===== src/rtl/core/brbw_pkg.sv =====
package brbw_pkg;

  // Q1.15 value of one.
  localparam logic [15:0] ONE_Q15 = 16'h8000;

  // Quotient bits produced by the ramp divider, one per stage.
  localparam int DIV_STEPS = 15;

  // Register stages: projection 2, ramp setup 1, divider, weight product 6.
  localparam int LATENCY = 3 + DIV_STEPS + 6;

  // Rounding constant for the Q.22 to Q8.8 projection.
  localparam logic signed [33:0] ROUND_Q22 = 34'sd8192;

  // Register map, by index.
  typedef enum logic [2:0] {
    REG_AXIS_ONE_DIR    = 3'd0,
    REG_AXIS_TWO_DIR    = 3'd1,
    REG_AXIS_THREE_DIR  = 3'd2,
    REG_AXIS_ONE_BOUNDS = 3'd3,
    REG_AXIS_TWO_BOUNDS = 3'd4,
    REG_AXIS_THREE_BOUNDS = 3'd5
  } reg_idx_t;

  localparam logic [63:0] DIR_ONE_RESET   = 64'h0000_0000_0000_4000;
  localparam logic [63:0] DIR_TWO_RESET   = 64'h0000_0000_4000_0000;
  localparam logic [63:0] DIR_THREE_RESET = 64'h0000_4000_0000_0000;
  localparam logic [63:0] BOUNDS_RESET    = 64'h7FFF_7FFF_8001_8000;

  // One ramp handed to the divider: either a fixed value or an/ad.
  typedef struct packed {
    logic        fixed;
    logic        one;
    logic [15:0] an;
    logic [15:0] ad;
  } ramp_op_t;

endpackage


===== src/rtl/core/brbw_wmul.sv =====
module brbw_wmul (
  input  logic        clk,
  input  logic        adv,
  input  logic [15:0] w_in,
  input  logic [15:0] ramp  [6],
  output logic [15:0] w_out
);
  import brbw_pkg::*;

  logic [15:0] w  [7];
  logic [15:0] rp [6][6];

  assign w[0]  = w_in;
  assign rp[0] = ramp;
  assign w_out = w[6];

  // One truncating Q1.15 multiply per stage, ramps carried alongside.
  for (genvar k = 0; k < 6; k++) begin : g_mul
    logic [31:0] prod;
    assign prod = 32'(w[k]) * 32'(rp[k][k]);
    always_ff @(posedge clk) begin
      if (adv) begin
        w[k+1] <= prod[30:15];
      end
    end
    // Later stages still need the remaining ramps.
    if (k < 5) begin : g_fwd
      always_ff @(posedge clk) begin
        if (adv) begin
          rp[k+1] <= rp[k];
        end
      end
    end
  end

endmodule


===== config.mk =====
export PLATFORM = sky130hd
export DESIGN_NAME = brbw_wmul
export DESIGN_NICKNAME = d
export VERILOG_FILES = /design/src/rtl/core/brbw_pkg.sv /design/src/rtl/core/brbw_wmul.sv
export SDC_FILE = /design/constraint.sdc
export NUM_CORES = 2
export LEC_CHECK = 0
export ABC_CLOCK_PERIOD_IN_PS = 14700
export BUFFER_PORTS_ARGS = -buffer_cell sky130_fd_sc_hd__buf_2
export CORE_ASPECT_RATIO = 1.2
export CORE_MARGIN = 4
export CORE_UTILIZATION = 35
export CTS_BUF_LIST = sky130_fd_sc_hd__clkbuf_2 sky130_fd_sc_hd__clkbuf_4 sky130_fd_sc_hd__clkbuf_8
export CTS_CLUSTER_SIZE = 20
export DETAILED_ROUTE_END_ITERATION = 10
export RECOVER_POWER = 50
export SLEW_MARGIN = 20
export SYNTH_ARGS = -nofsm -noshare
export SYNTH_HDL_FRONTEND = slang
export SYNTH_SLANG_ARGS = --single-unit

===== constraint.sdc =====
create_clock -name clk -period 14.7 [get_ports clk]
set_input_delay 4.41 -clock clk [delete_from_list [all_inputs] [get_ports clk]]
set_output_delay 4.41 -clock clk [all_outputs]
set_load 0.02 [all_outputs]

## Word-level counts from Yosys, hierarchy flattened

Index checks and enable logic that the tools add are counted.

| word-level totals | value |
|---|---|
| logic and storage cells | 27 |
| flip-flop bits (word level) | 336 |
| output and inout port bits | 16 |

| cells by class | value |
|---|---|
| multipliers | 6 |

Operators by type and width:

| kind | count |
|---|---|
| 16-bit by 16-bit multiplier with 31-bit output | 6 |

## Depth between registers and ports, before layout

| depth | value |
|---|---|
| word-level depth | 1 |
| depth in mapped cells | 25 |

## Worst setup path after synthesis

Ideal clock, no wire load.

| timing | value |
|---|---|
| path kind | input-to-reg |
| start | input port w_in[7] |
| end | register w[95] (netlist name) (data pin) |
| buffers on the path | 1 |
| arrival | 10231 ps |
| setup slack | 4209 ps |
| setup time | 260 ps |
| stages | 24 |
| cells stage by stage | clkbuf_1 -> nand2_1 -> fa_1 -> inv_1 -> fa_1 -> inv_1 -> fa_1 -> inv_1 -> fa_1 -> fa_1 -> inv_1 -> fa_1 -> inv_1 -> ha_1 -> a21o_1 -> a21o_1 -> a21o_1 -> and2_4 -> a311oi_4 -> nor3_2 -> o31a_1 -> or4_4 -> a31oi_4 -> xnor2_1 |

| between the ends | value |
|---|---|
| longest elaborated chain between the ends | 1 |

RTL lines:

| item | line | text |
|---|---|---|
| start, declared | brbw_wmul.sv:4 | `input logic [15:0] w_in,` |
| 16-bit by 16-bit multiplier with 31-bit output | brbw_wmul.sv:20 | `assign prod = 32'(w[k]) * 32'(rp[k][k]);` |
| via g_mul[0].prod[30] | brbw_wmul.sv:19 | `logic [31:0] prod;` |
| end signal, assigned by index | brbw_wmul.sv:23 | `w[k+1] <= prod[30:15];` |
| end, declared | brbw_wmul.sv:10 | `logic [15:0] w [7];` |

The timed path passes the listed nets, and every way through them passes these cells.
A chain may end at the register's enable or synchronous reset.

## Final worst setup path

| timing | value |
|---|---|
| start | input port adv |
| end | register rp[419] (netlist name), enable pin |

RTL lines:

| item | line | text |
|---|---|---|
| start, declared | brbw_wmul.sv:3 | `input logic adv,` |
| end signal, assigned by index | brbw_wmul.sv:30 | `rp[k+1] <= rp[k];` |
| end, declared | brbw_wmul.sv:11 | `logic [15:0] rp [6][6];` |

No word-level cell between the ends.

==> metrics.txt <==
root buf cell clkbuf_8; area post-placement 60300 sq um; area of the multi-input gates 41600 sq um; area leader, netlist fa_1; status finished with violations; CTS tree done; initial antenna violation count 6; synthesis-to-finish area growth 7.26%; design area 61800 sq um; DRC viols 0; Period Utilization, post-route 0.756; CP Cell Sequence clkbuf_1 > clkbuf_1 > buf_4; Rows 162; Synth cell types 61; vias in the first global route 42517; post-synth top area share 0.400; sequential area share after synthesis 0.175; clock sinks 336; FF+latch count, synth 336; Hold Path Class reg2reg; synth top area cells fa_1 40%, edfxtp_1 18%, ha_1 13%; Max Fanout on Critical Path 93; largest net degree at the start of global routing 94; PortBufs 129; hold path cells 0; GR Overflow Total 0; clk buf depth 3; Die H 453 um; Critical Path End Type flop; startpoint types input port; First DRT Iteration DRCs 1538; Mean Syn Cell Area 10.0 sq um; fill count 16226; Seq. cell area 10100 sq um; Hold Slack 0.399 ns; Crit-path slowest cell clkbuf_1; Post-synth top flop edfxtp_1; worst slew pin tran 5.51 ns; first-pass GRT wire length 220 mm; unrepaired setup endpoints after global routing no; Routed WL 133 mm; post-DP HPWL 105 mm; Worst path max stage delay 3.78 ns; Starting Density 0.353; gpl congestion 0.862; Post-synth EDFFs 336; Mapped Cells 5765; Antenna Nets Post-Route 0; fraction of registers with async set/reset 0; Die Span X 378 um; Overall Global Routing Usage 0.161; mean routed wirelength per cell 16.7 um; CP arrival 11.46 ns; die area 171000 sq um; top-level port count 130; Slew Viols, Final 145; Slew HR -2.68; fmax 0.0900 GHz; Worst-path clk slew 0.06 ns; violated checks max-capacitance violations, max-slew violations; Final Hold Fails 0; Final Skew 0.0484 ns; clk_lat worst skew 0.76 ns; CTS-repair resized insts 0; Worst path most repeated cell clkbuf_1; H-tree depth 3; max_cap viols 2; Post-Syn Nets 7613; core footprint 163000 sq um; number of buffers created by CTS 72; Setup-failing EPs final 0; reg2reg path depth 21; Post-CTS Setup Bufs 0; setup TNS after final layout 0 ns; hold_buf cts 0; Tmin final 11.11 ns; layout cell share with drive strength beyond 1 0.0437; final core occ 0.379; vias after detailed routing 37792; Avg Vias per Cell 4.74; synth warn 0; synthesized cell area 57600 sq um; drt first pass iters 6; Crit Path Category in2reg; Req. time, crit path 15.05 ns; fin nets 7629
-- stage by stage --
step,cells,worst slack [ns]
after detailed placement,7839,3.73
after CTS,7967,4.56
after floorplan,5765,4.21
final,7969,3.59
after global routing,7968,2.75
after global placement,7839,3.70
-- final timing paths --
check / start / endpoint / slack [ns]
setup / recovery: adv / rp[419]$_DFFE_PP_ / 3.59
hold reg to reg: rp[103]$_DFFE_PP_ / rp[7]$_DFFE_PP_ / 0.40
hold / removal: rp[103]$_DFFE_PP_ / rp[7]$_DFFE_PP_ / 0.40
setup reg to reg: w[24]$_DFFE_PP_ / w_out[15]$_DFFE_PP_ / 7.22
-- cells in the final DEF (no fill, tap or decap), types with 4 or more instances in the layout --
cell        Yosys  routed
inv_1        1370    1370
o31ai_1         4       4
clkinvlp_4      0       7
edfxtp_1      336     336
bufinv_16       0       9
o21ai_0        37      37
clkbuf_4        0      11
and3_1          9       9
nor3_1         16      16
nor2_1         58      58
o2111ai_1       4       4
fa_1         1152    1152
xnor2_1        85      85
a21boi_0        5       5
a31oi_1         6       6
a21o_1         45      45
o21bai_1       12      12
nand3_1        26      26
ha_1          582     582
clkinv_1        0      12
a21oi_1        85      85
clkinv_2        0       8
nand4_1        20      20
nand3b_1        6       6
a211oi_1       11      11
buf_4          16      21
nor2b_1        18      18
buf_2           0     103
clkbuf_8        0      75
o21a_1         17      17
and2_1        675     675
nand2_1       892     892
clkbuf_1      193      27
xor2_1         32      32
o211ai_1        5       5
-- cell families (layout without fill, tap and decap cells) --
| kind of cell | count (synthesis) | in the layout | synth area share |
|---|---|---|---|
| compound gates | 253 | 253 | 0.0288 |
| xor+xnor | 117 | 117 | 0.0178 |
| fa+ha+maj | 1734 | 1734 | 0.526 |
| buf+inv | 1579 | 1649 | 0.104 |
| flops | 336 | 336 | 0.175 |
| other cells | 0 | 2 | 0 |
| simple gates | 1746 | 1746 | 0.148 |
-- registers in the layout (all words and copies together) (netlist names) --
name and flops:
w_out 16, rp 240, w 80
-- Yosys cell counts, types with 2 or more instances --
library cell  number
ha_1             582
nor2b_1           18
or2_2              2
o221ai_1           2
edfxtp_1         336
o21a_1            17
nand3_1           26
o31ai_1            4
inv_1           1370
fa_1            1152
a211oi_1          11
a311oi_1           3
and3_1             9
nand2_1          892
a21o_1            45
xnor2_1           85
nor2_1            58
and2_1           675
a31oi_1            6
o211ai_1           5
nand3b_1           6
o2111ai_1          4
o21bai_1          12
a32oi_1            2
xor2_1            32
and4_1             3
o21ai_0           37
a21oi_1           85
nand4_1           20
a21boi_0           5
nor4_1             2
clkbuf_1         193
a221oi_1           3
nor3_1            16
nand2b_1           3
nor3b_1            2
or3_1              3
buf_4             16
-- final cells by class --
cell class / count / share of cell area
Timing Repair Buffer: 151 / 0.0125
Clock inverter: 42 / 0.00761
Multi-Input combinational cell: 3850 / 0.672
Tap cell: 2132 / 0.0431
Antenna cell: 2 / 0.0000809
Inverter: 1370 / 0.0832
Clock buffer: 86 / 0.0180
Sequential cell: 336 / 0.163
-- worst max-delay path: cells and delay by family --
family,cells,cell delay [ns]
buf+inv,3,6.94
-- metal layers --
| layer | share of wire | global-route usage | vias up | routed length [um] |
|---|---|---|---|---|
| li1 | - | - | 17216 | - |
| met1 | 0.40 | 0.192 | 19591 | 53700 |
| met2 | 0.53 | 0.301 | 766 | 70700 |
| met3 | 0.038 | 0.0194 | 217 | 5100 |
| met4 | 0.026 | 0.0493 | 2 | 3450 |
| met5 | 0.000098 | 0 | - | 13 |
Power is not shown: default switching activity piles up to over one toggle a cycle in this logic, so the estimate is an artifact.
