<file path="src/rtl/core/brbw_pkg.sv">
package brbw_pkg;

  // Q1.15 value of one.
  localparam logic [15:0] ONE_Q15 = 16'h8000;

  // Quotient bits produced by the ramp divider, one per stage.
  localparam int DIV_STEPS = 15;

  // Register stages: projection 2, ramp setup 1, divider, weight product 6.
  localparam int LATENCY = 3 + DIV_STEPS + 6;

  // Rounding constant for the Q.22 to Q8.8 projection.
  localparam logic signed [33:0] ROUND_Q22 = 34'sd8192;

  // Register map, by index.
  typedef enum logic [2:0] {
    REG_AXIS_ONE_DIR    = 3'd0,
    REG_AXIS_TWO_DIR    = 3'd1,
    REG_AXIS_THREE_DIR  = 3'd2,
    REG_AXIS_ONE_BOUNDS = 3'd3,
    REG_AXIS_TWO_BOUNDS = 3'd4,
    REG_AXIS_THREE_BOUNDS = 3'd5
  } reg_idx_t;

  localparam logic [63:0] DIR_ONE_RESET   = 64'h0000_0000_0000_4000;
  localparam logic [63:0] DIR_TWO_RESET   = 64'h0000_0000_4000_0000;
  localparam logic [63:0] DIR_THREE_RESET = 64'h0000_4000_0000_0000;
  localparam logic [63:0] BOUNDS_RESET    = 64'h7FFF_7FFF_8001_8000;

  // One ramp handed to the divider: either a fixed value or an/ad.
  typedef struct packed {
    logic        fixed;
    logic        one;
    logic [15:0] an;
    logic [15:0] ad;
  } ramp_op_t;

endpackage

</file>
<file path="src/rtl/core/brbw_div.sv">
module brbw_div (
  input  logic               clk,
  input  logic               adv,
  input  brbw_pkg::ramp_op_t op,
  output logic [15:0]        ramp
);
  import brbw_pkg::*;

  // Restoring division, one quotient bit per stage; remainder stays below ad.
  logic [15:0]          rem [DIV_STEPS+1];
  logic [DIV_STEPS-1:0] quo [DIV_STEPS+1];
  logic [15:0]          ad  [DIV_STEPS+1];
  logic                 fix [DIV_STEPS+1];
  logic                 one [DIV_STEPS+1];

  assign rem[0] = op.an;
  assign quo[0] = '0;
  assign ad[0]  = op.ad;
  assign fix[0] = op.fixed;
  assign one[0] = op.one;

  for (genvar g = 0; g < DIV_STEPS; g++) begin : g_step
    logic [16:0] r2;
    logic        ge;
    logic [16:0] rn;
    always_comb begin
      r2 = {rem[g], 1'b0};
      ge = r2 >= {1'b0, ad[g]};
      rn = ge ? r2 - {1'b0, ad[g]} : r2;
    end
    always_ff @(posedge clk) begin
      if (adv) begin
        rem[g+1] <= rn[15:0];
        quo[g+1] <= {quo[g][DIV_STEPS-2:0], ge};
        ad[g+1]  <= ad[g];
        fix[g+1] <= fix[g];
        one[g+1] <= one[g];
      end
    end
  end

  // Fixed cases bypass the quotient.
  assign ramp = fix[DIV_STEPS] ? (one[DIV_STEPS] ? ONE_Q15 : 16'd0)
                               : {1'b0, quo[DIV_STEPS]};

endmodule

</file>
<file path="config.mk">
export PLATFORM = sky130hd
export DESIGN_NAME = brbw_div
export DESIGN_NICKNAME = d
export VERILOG_FILES = /design/src/rtl/core/brbw_pkg.sv /design/src/rtl/core/brbw_div.sv
export SDC_FILE = /design/constraint.sdc
export NUM_CORES = 1
export LEC_CHECK = 0
export ABC_AREA = 1
export BUFFER_PORTS_ARGS = -buffer_cell sky130_fd_sc_hd__buf_2
export CAP_MARGIN = 0
export CORE_MARGIN = 4
export CORE_UTILIZATION = 55
export CTS_CLUSTER_DIAMETER = 80
export CTS_CLUSTER_SIZE = 24
export DETAILED_ROUTE_END_ITERATION = 10
export PLACE_DENSITY = 0.71
export SYNTH_ARGS = -nofsm -noshare
export SYNTH_HDL_FRONTEND = slang
export SYNTH_SLANG_ARGS = --single-unit
</file>
<file path="constraint.sdc">
create_clock -name clk -period 5.7 [get_ports clk]
set_input_delay 0.285 -clock clk [delete_from_list [all_inputs] [get_ports clk]]
set_output_delay 0.285 -clock clk [all_outputs]
set_load 0.02 [all_outputs]
</file>
== Word level (Yosys, flattened, before mapping) ==
Cells that the tools add are included.
Cells by class
  shift-type cells: 0
  reductions and logical operators: 0
  $mul: 0
  div/mod/pow operators: 0
  muxes and demuxes: 16
  bitwise gates (word level): 0
  magnitude comparators: 15
  $add $sub $neg: 14
  equal/unequal tests: 0
Operator list (count)
  two-way mux 16 bit: 16
  greater-or-equal comparator 17 x 16 -> 1 bit: 15
  subtractor 16 bit: 14
Storage, ports and cells
  input bits: 36
  output and inout bits: 16
  ROM bits: 0
  memory bits (writable): 0
  memories: 0
  bits in latches: 0
  bits in registers: 598

== Depth between registers and ports, before layout ==
  depth after elaboration: 2
  gate-level depth with buffers: 15
  mapped depth without buffers: 13

== Least setup slack after synthesis ==
No wires, ideal clock.
  path kind: register to register
  start point: reg rem (netlist bit g_step[12].r2[6])
  end point: reg rem (netlist bit g_step[13].r2[14]) (data pin)
  arrival time: 1583 ps
  cell stages (with the launch flop): 12
  setup slack: 3864 ps
  setup time: 253 ps
  cell sequence: edfxtp_1 ha_1 nand2_1 nor2_2 nand2_1 nor3_1 nor2_1 nand2_4 inv_4 buf_6 nand2_1 nand2_1
Between the ends
  cells in the longest elaborated chain, start to end: 2
  elaborated cells between the ends (all ways): 3
  classes of those cells: add/sub (1); order compare (1); mux (1)
RTL lines
  start, declared: line brbw_div.sv:10  | logic [15:0] rem [DIV_STEPS+1];
  start signal, assigned by index: line brbw_div.sv:33  | rem[g+1] <= rn[15:0];
  subtractor 16 bit / greater-or-equal comparator 17 x 16 -> 1 bit (equally long branches): line brbw_div.sv:29, brbw_div.sv:28
  two-way mux 16 bit (*): line brbw_div.sv:29  | rn = ge ? r2 - {1'b0, ad[g]} : r2;
  via g_step[12].rn[13]: line brbw_div.sv:25  | logic [16:0] rn;
Mark *: on every way through the listed nets, which the timed path passes. The rest lies on a longest branch.
A chain may end at the register's enable or synchronous reset.

== Final worst setup path ==
  start point: reg ad[234] in the netlist's numbering
  end point: reg rem (netlist bit g_step[2].r2[9]) (data pin)
Between the ends
  cells in the longest elaborated chain, start to end: 2
RTL lines
  start, declared: line brbw_div.sv:12  | logic [15:0] ad [DIV_STEPS+1];
  start signal, assigned by index: line brbw_div.sv:35  | ad[g+1] <= ad[g];
  greater-or-equal comparator 17 x 16 -> 1 bit: line brbw_div.sv:28  | ge = r2 >= {1'b0, ad[g]};
  two-way mux 16 bit: line brbw_div.sv:29
  via g_step[1].rn[8]: line brbw_div.sv:25
The timed path passes the listed nets, and every way through them passes these cells.

==> flow_summary.toml <==
[timing]
finalCriticalPeriod_ps = 2470
relSlewSlack_pct = 24.1
slew_viol_final = 0
setup_viol = 0
clock_skew_ps = 25.4
setup_tns_ps = 0
hold_viol = 0
finalCritPeriodShare_pct = 43.3
fmax_mhz = 405
tightest_slew_ps = 1140
rsz0062_at_grt = "false"

[global_route]
grt-ovfl-total = 0
grt_use_met3_pct = 2.57
grt_usage_pct = 22.8
grt_start_max_net_pins = 196
gr-usage-met2_pct = 37.6
grt_use_met1_pct = 32.5
grt.busiest_layer = "met2"
grt_pass1_vias = 25000
grt_pass1_wl_mm = 130
antenna_found_initial = 1

[die]
ioPinCount = 52
start_util_pct = 55.6
die_w_um = 266
dieArea_sq_mm = 0.0706
die_h_um = 266
core_sq_mm = 0.0657
std_cell_rows = 94

[power]
combPwrFrac_pct = 46.9
vdd_drop_max_v = 0.000258
switching_share_pct = 42.5
pwr-share-seq_pct = 37.4
power.density_mw_per_mm2 = 474
p_total_mw = 18.5
switchingPower_mw = 7.88
p_leak_nw = 19.4
internal_power_mw = 10.7
pwr-share-clk_pct = 15.7

[final_layout]
layout.nets = 4695
n_antenna_cell = 0
mostFrequentLayoutCell = "nand2_1"
fin_util_pct = 59.4
layout_common_cells = "nand2_1 (1623), inv_1 (801), edfxtp_1 (598)"
synthToLayoutAreaGrowth_pct = 6.99
drive_above_1_share_pct = 5.99
fillers = 5748

[detailed_routing]
wire_per_inst_um = 15.5
drc = 0
drtIter0Drc = 2415
vias = 26900
viasPerCell = 5.09
wl_mm = 81.7
drtAntennaViolNets = 0
dr.pass1.iters = 5

[yosys]
synth-edff-count = 598
avgSynthCellArea_sq_um = 8.44
netlist_area_sq_mm = 0.0365
ys_ff_latch = 598
synthCells = 4327
yosysTopAreaCell = "edfxtp_1"
postSynth.topFlopCell = "edfxtp_1"
yosysWarnings = 0
synthTopCellsByArea = "edfxtp_1 (49%), nand2_1 (17%), inv_1 (8.2%)"
synth_nets = 4616
synth_top_area_share_pct = 49.2
ys_seq_area_share_pct = 49.2
synthArstFlopShare_pct = 0
ys_types = 32

[job]
cap_viol_max_count = 0

[setup_path]
crit_fanout = 18
worstSetupPathType = "register to register"
cp.arrival_ps = 2770
critPathCaptureType = "register"
cp.required_ps = 6000
crit_path_start_kind = "register"

[clocking]
cts-hold-fix-buffers = 28
post_cts.repair.setup_buffers = 0
clk_path_buf_depth = 3
path_clk_slew_ps = 100
cts_tree = "yes"
clock-sinks = 598
clk_latency_ps = 590
h-tree-depth = 2
cts_resized = 0
root_buffer = "clkbuf_16"
numCtsBuffers = 37

[run_status]
status = "completed"

[place]
gp_congestion = 0.950
post-dp-hpwl_mm = 62.9
numPortBuffers = 51

[min_path]
hold_class = "primary input to register"
routing by layer:
layer,vias to the layer above,part of all wire (%)
met5,-,0
met4,0,2.8
met3,128,5.2
met2,644,47
met1,12300,45
li1,13900,-
state kept, by name, indices dropped and copies added, names as in the netlist:
| register | flops |
|---|---|
| one | 15 |
| quo | 120 |
| fix | 15 |
| g_step.r2 | 224 |
| ad | 224 |
cell usage after synthesis, types with 14 or more instances:
cell	count
fa_1	14
buf_6	22
nand2_4	14
nand3_2	14
a21oi_1	142
nand3_1	232
edfxtp_1	598
xor2_1	66
nand2_1	1623
nand3b_1	46
nand2_2	28
nand4_1	68
xnor2_1	32
ha_1	239
nor3_1	21
o21ai_0	17
inv_1	801
nor2_2	65
and2_1	52
nor2_1	166
per-stage QoR:
| step | setup slack [ps] | area (sq um) | hold slack, ps | std cells |
|---|---|---|---|---|
| detailed placement | 3300 | 37600 | 405 | 5203 |
| CTS | 3270 | 39100 | 0.774 | 5291 |
| global route | 3060 | 39100 | 2.05 | 5291 |
| finish | 3230 | 39100 | 26.9 | 5291 |
| floorplan | 3860 | 36500 | 384 | 4327 |
| global placement | 3340 | 37600 | 400 | 5203 |
critical path: stages, from the launching register on:
cell and delay, ps:
edfxtp_1 500, inv_1 80, ha_1 370, nand2_1 130, nor2_2 140, nand2_1 90
nor3_2 170, nor2_2 70, nand2_4 210, inv_2 190, nand2_1 100, nand2_1 140
kinds of logic after synthesis:
logic type | Yosys count | synth area share [%]
flip-flops | 598 | 49.2
buffers and inverters | 859 | 9.44
XOR/XNOR | 98 | 2.35
adder cells (fa/ha/maj) | 253 | 8.95
AND/OR/NAND/NOR | 2358 | 27.9
AO/OA/AOI/OAI | 161 | 2.22
worst paths after layout:
check          start  slack, ps  depth (start not counted)               end
min reg2reg  quo[83]        400                          0           quo[69]
max          ad[234]       3230                         11   g_step[2].r2[9]
min           op[30]         30                          3  g_step[1].r2[16]
max reg2reg  ad[234]       3230                         11   g_step[2].r2[9]
final cells by class:
type	instances	area (sq um)	area share (%)
sequential	598	18000	45.9
multi-input combinational	2870	15100	38.7
inverter	815	3080	7.88
tap	864	1080	2.77
clock buffer	40	980	2.51
timing repair buffer	84	621	1.59
clock inverter	20	243	0.621
power by group through the flow:
stage          Sequential (mW)  Combinational, mW  Clock [mW]
3_5_place_dp              7.03               8.55           0
5_1_grt                   7.01               9.91        3.17
6_report                  6.93               8.68        2.92
4_1_cts                   6.94               8.62        3.00
3_3_place_gp              7.03               8.44           0
2_1_floorplan             6.68               6.81           0
No activity file was read; power rests on OpenSTA's default activity.
