### config.mk
export PLATFORM = sky130hd
export DESIGN_NAME = brbw_ramp
export DESIGN_NICKNAME = d
export VERILOG_FILES = /design/src/rtl/core/brbw_pkg.sv /design/src/rtl/core/brbw_ramp.sv
export SDC_FILE = /design/constraint.sdc
export NUM_CORES = 1
export LEC_CHECK = 0
export ABC_CLOCK_PERIOD_IN_PS = 6650
export BUFFER_PORTS_ARGS = -buffer_cell sky130_fd_sc_hd__buf_4
export CAP_MARGIN = 10
export CELL_PAD_IN_SITES_DETAIL_PLACEMENT = 1
export CELL_PAD_IN_SITES_GLOBAL_PLACEMENT = 2
export CORE_UTILIZATION = 35
export CTS_BUF_LIST = sky130_fd_sc_hd__clkbuf_4
export DETAILED_ROUTE_END_ITERATION = 10
export PLACE_DENSITY = 0.89
export SLEW_MARGIN = 20
export SYNTH_ARGS = -nofsm -noshare
export SYNTH_HDL_FRONTEND = slang
export SYNTH_SLANG_ARGS = --single-unit
### constraint.sdc
create_clock -name clk -period 6.65 [get_ports clk]
set_input_delay 1.33 -clock clk [delete_from_list [all_inputs] [get_ports clk]]
set_output_delay 1.33 -clock clk [all_outputs]
set_load 0.03 [all_outputs]
### src/rtl/core/brbw_pkg.sv
package brbw_pkg;

  // Q1.15 value of one.
  localparam logic [15:0] ONE_Q15 = 16'h8000;

  // Quotient bits produced by the ramp divider, one per stage.
  localparam int DIV_STEPS = 15;

  // Register stages: projection 2, ramp setup 1, divider, weight product 6.
  localparam int LATENCY = 3 + DIV_STEPS + 6;

  // Rounding constant for the Q.22 to Q8.8 projection.
  localparam logic signed [33:0] ROUND_Q22 = 34'sd8192;

  // Register map, by index.
  typedef enum logic [2:0] {
    REG_AXIS_ONE_DIR    = 3'd0,
    REG_AXIS_TWO_DIR    = 3'd1,
    REG_AXIS_THREE_DIR  = 3'd2,
    REG_AXIS_ONE_BOUNDS = 3'd3,
    REG_AXIS_TWO_BOUNDS = 3'd4,
    REG_AXIS_THREE_BOUNDS = 3'd5
  } reg_idx_t;

  localparam logic [63:0] DIR_ONE_RESET   = 64'h0000_0000_0000_4000;
  localparam logic [63:0] DIR_TWO_RESET   = 64'h0000_0000_4000_0000;
  localparam logic [63:0] DIR_THREE_RESET = 64'h0000_4000_0000_0000;
  localparam logic [63:0] BOUNDS_RESET    = 64'h7FFF_7FFF_8001_8000;

  // One ramp handed to the divider: either a fixed value or an/ad.
  typedef struct packed {
    logic        fixed;
    logic        one;
    logic [15:0] an;
    logic [15:0] ad;
  } ramp_op_t;

endpackage

### src/rtl/core/brbw_ramp.sv
module brbw_ramp (
  input  logic               clk,
  input  logic               adv,
  input  logic signed [15:0] s   [3],
  input  logic [63:0]        bnd [3],
  output brbw_pkg::ramp_op_t op  [6]
);
  import brbw_pkg::*;

  // Turns num/den into a divider operand, settling the trivial cases here.
  function automatic ramp_op_t make_op(logic signed [16:0] num, logic signed [16:0] den);
    ramp_op_t o;
    logic [16:0] an;
    logic [16:0] ad;
    an = num[16] ? 17'(-num) : num;
    ad = den[16] ? 17'(-den) : den;
    o.fixed = 1'b0;
    o.one   = 1'b0;
    o.an    = an[15:0];
    o.ad    = ad[15:0];
    if (num == 17'sd0 || (num[16] != den[16])) begin
      o.fixed = 1'b1;
    end else if (an >= ad) begin
      o.fixed = 1'b1;
      o.one   = 1'b1;
    end
    return o;
  endfunction

  // Rising ramp of axis a sits at 2a, falling ramp at 2a+1.
  always_ff @(posedge clk) begin
    logic signed [15:0] lo, li, ri, ro;
    if (adv) begin
      for (int a = 0; a < 3; a++) begin
        lo = bnd[a][15:0];
        li = bnd[a][31:16];
        ri = bnd[a][47:32];
        ro = bnd[a][63:48];
        if (li == lo) begin
          op[2*a] <= '{fixed: 1'b1, one: (s[a] >= li), an: '0, ad: '0};
        end else begin
          op[2*a] <= make_op(17'(s[a]) - 17'(lo), 17'(li) - 17'(lo));
        end
        if (ro == ri) begin
          op[2*a+1] <= '{fixed: 1'b1, one: (s[a] <= ri), an: '0, ad: '0};
        end else begin
          op[2*a+1] <= make_op(17'(ro) - 17'(s[a]), 17'(ro) - 17'(ri));
        end
      end
    end
  end

endmodule

Yosys cells after proc, flatten, opt, wreduce, memory -nomap -nowiden. Cells that the tools add are included.

Add/subtract/negate cells: 24. Magnitude comparators: 12. Equality and inequality tests: 12. Mux-type cells: 30. Reduce and logical (&&, ||, !) cells: 18.

Operators by type and width (count): two-way mux 17 bit (12); negation 17 bit (12); subtractor 16 x 16 -> 17 bit (12); two-way mux 33 bit (6); greater-or-equal comparator 17 bit (6); zero test 17 bit (6); equality test 16 bit (6); greater-or-equal comparator 16 bit (3); less-or-equal comparator 16 bit (3); two-way mux 2 bit (6); OR reduction 2 bit (6); logical OR 1 bit (6); two-way mux 1 bit (6); != test 1 bit (6).

Register bits after elaboration: 204. Output and inout port bits: 204. Word-level logic and storage cells: 120.

Longest topological paths before layout.
Depth after elaboration: 7. Gate-level depth with buffers: 25.

Least setup slack after synthesis. Ideal clock, no wire load.

Path type: in2reg. Start: input bnd[112] (netlist name). End: register op[101] (netlist name), data pin. Arrival: 5682 ps. Required time: 6379 ps. Slack: 697 ps. Stages on the path: 24. Cell sequence: inv_1 ha_1 fa_1 nor2b_1 o21a_1 o21ai_0 a21oi_1 o21bai_1 a41oi_1 clkbuf_1 nor2_1 xnor2_1 ha_1 a21oi_1 nand2_1 a21oi_1 o21ai_0 nand3_1 nand2_1 a211oi_1 o21bai_1 maj3_2 a2111oi_2 nand2_1.

Cells in the longest elaborated chain, start to end: 5.

RTL lines: start, declared (RTL line brbw_ramp.sv:5) `input logic [63:0] bnd [3],`; subtractor 16 x 16 -> 17 bit (RTL line brbw_ramp.sv:47) `op[2*a+1] <= make_op(17'(ro) - 17'(s[a]), 17'(ro) - 17'(ri));`; negation 17 bit, on equally long branches (RTL line brbw_ramp.sv:15, brbw_ramp.sv:16); two-way mux 17 bit, on equally long branches (RTL line brbw_ramp.sv:15, brbw_ramp.sv:16); greater-or-equal comparator 17 bit (RTL line brbw_ramp.sv:23) `end else if (an >= ad) begin`; two-way mux 2 bit (RTL line brbw_ramp.sv:23); end signal, assigned by index (RTL line brbw_ramp.sv:40) `op[2*a] <= '{fixed: 1'b1, one: (s[a] >= li), an: '0, ad: '0};`; end signal, assigned by index (RTL line brbw_ramp.sv:42) `op[2*a] <= make_op(17'(s[a]) - 17'(lo), 17'(li) - 17'(lo));`; end signal, assigned by index (RTL line brbw_ramp.sv:45) `op[2*a+1] <= '{fixed: 1'b1, one: (s[a] <= ri), an: '0, ad: '0};`; end, declared (RTL line brbw_ramp.sv:6) `output brbw_pkg::ramp_op_t op [6]`.

Several ways; a longest one is shown, not always the timed one. A chain may end at the register's enable or synchronous reset.

Final worst setup path.
Start: input s[0] (netlist name). End: register op[33] (netlist name), data pin.

Cells in the longest elaborated chain, start to end: 5.

RTL lines: start, declared (RTL line brbw_ramp.sv:4) `input logic signed [15:0] s [3],`; subtractor 16 x 16 -> 17 bit (*) (RTL line brbw_ramp.sv:47); negation 17 bit (RTL line brbw_ramp.sv:15) `an = num[16] ? 17'(-num) : num;`; two-way mux 17 bit (RTL line brbw_ramp.sv:15); greater-or-equal comparator 17 bit (RTL line brbw_ramp.sv:23); two-way mux 2 bit (RTL line brbw_ramp.sv:23).

Mark *: on every way between the ends. The rest lies on a longest branch, timed or not.

==> impl_metrics.py <==
metrics = {
    "drt": {
        "avgRoutedWirePerCell_um": 19.6,
        "drc_errors": 0,
        "vias_per_cell": 5.31,
        "drt_first_pass_iters": 5,
        "drtAntennaViolNets": 0,
        "drt-total-wl_mm": 87.8,
        "first_iter_violations": 949,
        "num_vias": 23800,
    },
    "pwr": {
        "p_leak_nw": 14.0,
        "peakVddDrop_mv": 0.166,
        "cellPowerDensity_nw_per_um2": 247,
    },
    "die": {
        "rows": 98,
        "ioPinCount": 446,
        "die_w_um": 271,
        "start_util_pct": 35.4,
        "die_y_um": 271,
        "dieArea_um2": 73500,
        "core_um2": 71600,
    },
    "logic_synthesis": {
        "synth_area_um2": 25300,
        "ys_seq_area_share_pct": 24.2,
        "syn_area_per_cell_um2": 8.44,
        "yosysTopAreaCell": "edfxtp_1",
        "yosysUniqueCellTypes": 95,
        "synth_area_leaders": "edfxtp_1 24%, ha_1 20%, xnor2_1 5.7%, nor2_1 4.8%, xor2_1 4.3%",
        "yosys_warnings": 0,
        "synth_top_cell_area_share_pct": 24.2,
        "synth_flop_cell": "edfxtp_1",
        "yosys_register_bits": 204,
        "syn_nets": 3651,
        "synth_edf_count": 204,
        "syn_inst": 3001,
        "ys_async_sr_fraction_pct": 0,
    },
    "global_routing": {
        "grt_pass1_wl_mm": 135,
        "gr-usage-all-layers_pct": 23.3,
        "antenna_found_initial": 14,
        "grt_pass1_vias": 24100,
        "grt_max_degree": 111,
        "grt_overflow": 0,
    },
    "clock_tree": {
        "cts_setup_buffers": 0,
        "cts_tree": "built",
        "clk_pin_slew_worst_paths_ns": 0.08,
        "cts-htree-levels": 2,
        "clock_sinks": 204,
        "cts_resized": 0,
        "numCtsBuffers": 59,
        "root_buffer": "clkbuf_4",
        "clk_path_buf_depth": 3,
        "holdBufCountCts": 0,
    },
    "worst_setup_path": {
        "cp_cell_sequence": "buf_4 > ha_1 > fa_1 > nand2b_1 > a21o_1 > a211oi_1 > o211ai_1 > a21boi_0 > o311ai_2 > nand2_1 > o21ai_0 > ha_1 > nor4b_1 > o21bai_1 > a21oi_1 > nor3_1 > nor3_1 > buf_4 > nand2_1 > o31ai_1 > nor4_1 > a221o_1 > nand2b_1",
        "crit_family": "compound AO/OA/AOI/OAI gates",
        "required_ns": 7.12,
        "path_class": "input pin to register",
        "slowest_delay_ns": 0.43,
        "end_kind": "register",
        "crit_buf_inv": 2,
        "cp_max_fo": 15,
        "arrival_ns": 6.09,
        "worstSetupStartpointType": "input pin",
        "crit_slowest_cell": "a211oi_1",
    },
    "cells_and_area": {
        "largest_register_ffs": 204,
        "final_nets": 4124,
        "largest-register": "op",
        "ff_latch_area_um2": 6130,
        "finish.utilization_pct": 42.8,
        "syn2layout_area_growth_pct": 21.0,
        "drive_gt1_share_pct": 17.8,
        "reg.largest.list": "op: 204 flops",
        "nFillCells": 8681,
        "multiInputGateArea_um2": 17900,
    },
    "timing": {
        "fin_crit_ns": 5.62,
        "fmax_mhz": 178,
        "grt_setup_unrepaired": "false",
        "slew_headroom_pct": 36.6,
        "finalCritPeriodShare_pct": 84.5,
        "fin_setup_tns_ns": 0,
        "slew_viol_final": 0,
        "finalSetupViolCount": 0,
        "finalHoldViolations": 0,
        "worstMarginPinSlew_ns": 0.950,
    },
    "placement": {
        "gp_congestion": 0.902,
        "io_buffers": 445,
        "dp_hpwl_mm": 74.9,
    },
    "run": {
        "drv_cap": 0,
    },
    "outcome": {
        "outcome": "complete, no violations",
    },
    "min_path": {
        "hold_class": "input pin to register",
    },
}
power breakdown:
part           internal, W  leakage (nW)  switching, W
sequential         0.00184          2.00      0.000101
combinational      0.00175          11.6       0.00270
clock             0.000600         0.443      0.000573
layout by cell type, fill, tap and decap left out, drive strengths merged, types with 59 or more instances in the layout:
cell    Yosys  final
xnor2     166    166
clkbuf     51     89
nor2      322    322
nand3      61     61
nor3       61     61
buf         8    470
o21a       59     59
inv       288    288
o21ai     166    166
edfxtp    204    204
ha        396    396
xor2      125    125
a21oi     207    207
nor2b     105    105
a21o       69     69
nand2     140    140
through the flow:
stage                     hold slack (ns)  power [W]  cells  worst slack [ns]  instance area (um2)
after floorplan                      1.44    0.00492   3001             0.697                25300
after global placement               1.78    0.00635   4363             0.426                29900
after detailed placement             1.78    0.00644   4363             0.349                29900
after CTS                            1.01    0.00768   4468              1.17                30600
after global routing                 1.04    0.00818   4475             0.511                30600
final                                1.10    0.00756   4478              1.03                30700
cell type report:
| cell class | instances | area share (%) |
|---|---|---|
| tap | 950 | 3.88 |
| clock buffer | 88 | 2.16 |
| multi-input combinational | 2450 | 58.5 |
| clock inverter | 17 | 0.229 |
| timing repair buffer | 471 | 11.7 |
| antenna | 10 | 0.0816 |
| sequential | 204 | 20.0 |
| inverter | 288 | 3.53 |
synthesized netlist by cell type, types with 11 or more instances:
cell	count
a21oi_1	200
a211oi_1	22
o31ai_1	21
nor2b_1	105
clkbuf_1	50
nand3_1	61
nand2_1	140
xnor2_1	166
nor4_1	23
o21a_1	58
inv_1	288
ha_1	396
edfxtp_1	204
and3_1	20
or4_1	11
o21ai_0	154
nor3_1	60
o211ai_1	12
nand4_1	52
xor2_1	125
a21o_1	69
nand2b_1	49
a2111oi_0	11
or2_2	18
nor2_1	322
o21bai_1	20
fa_1	12
and2_1	42
a21boi_0	15
or3_1	20
a31oi_1	32
worst min-delay path, cell delays in order:
cell and delay (ns):
buf_4 0.09, ha_1 0.22, nor2_1 0.07
cells by family after synthesis:
logic type / Yosys count / synth area share, %
AO/OA/AOI/OAI: 762 / 20.0
XOR/XNOR: 291 / 10.1
adder cells (fa/ha/maj): 409 / 20.6
buffers and inverters: 347 / 5.18
flip-flops: 204 / 24.2
multiplexers: 7 / 0.277
AND/OR/NAND/NOR: 981 / 19.7
worst paths after layout:
kind	endpoint	start	cells past startpoint	slack (ns)
min	op[118]	bnd[64]	3	1.10
max	op[33]	s[0]	23	1.03
per-layer routing:
| metal | global-route usage [%] | up-vias | routed length (um) |
|---|---|---|---|
| met4 | 6.74 | 10 | 2040 |
| met1 | 26.9 | 11300 | 36300 |
| met5 | 0 | - | 67 |
| met3 | 4.05 | 115 | 4060 |
| met2 | 43.3 | 459 | 45300 |
| li1 | - | 11900 | - |
Note: power is estimated with default switching activity, not from simulation.
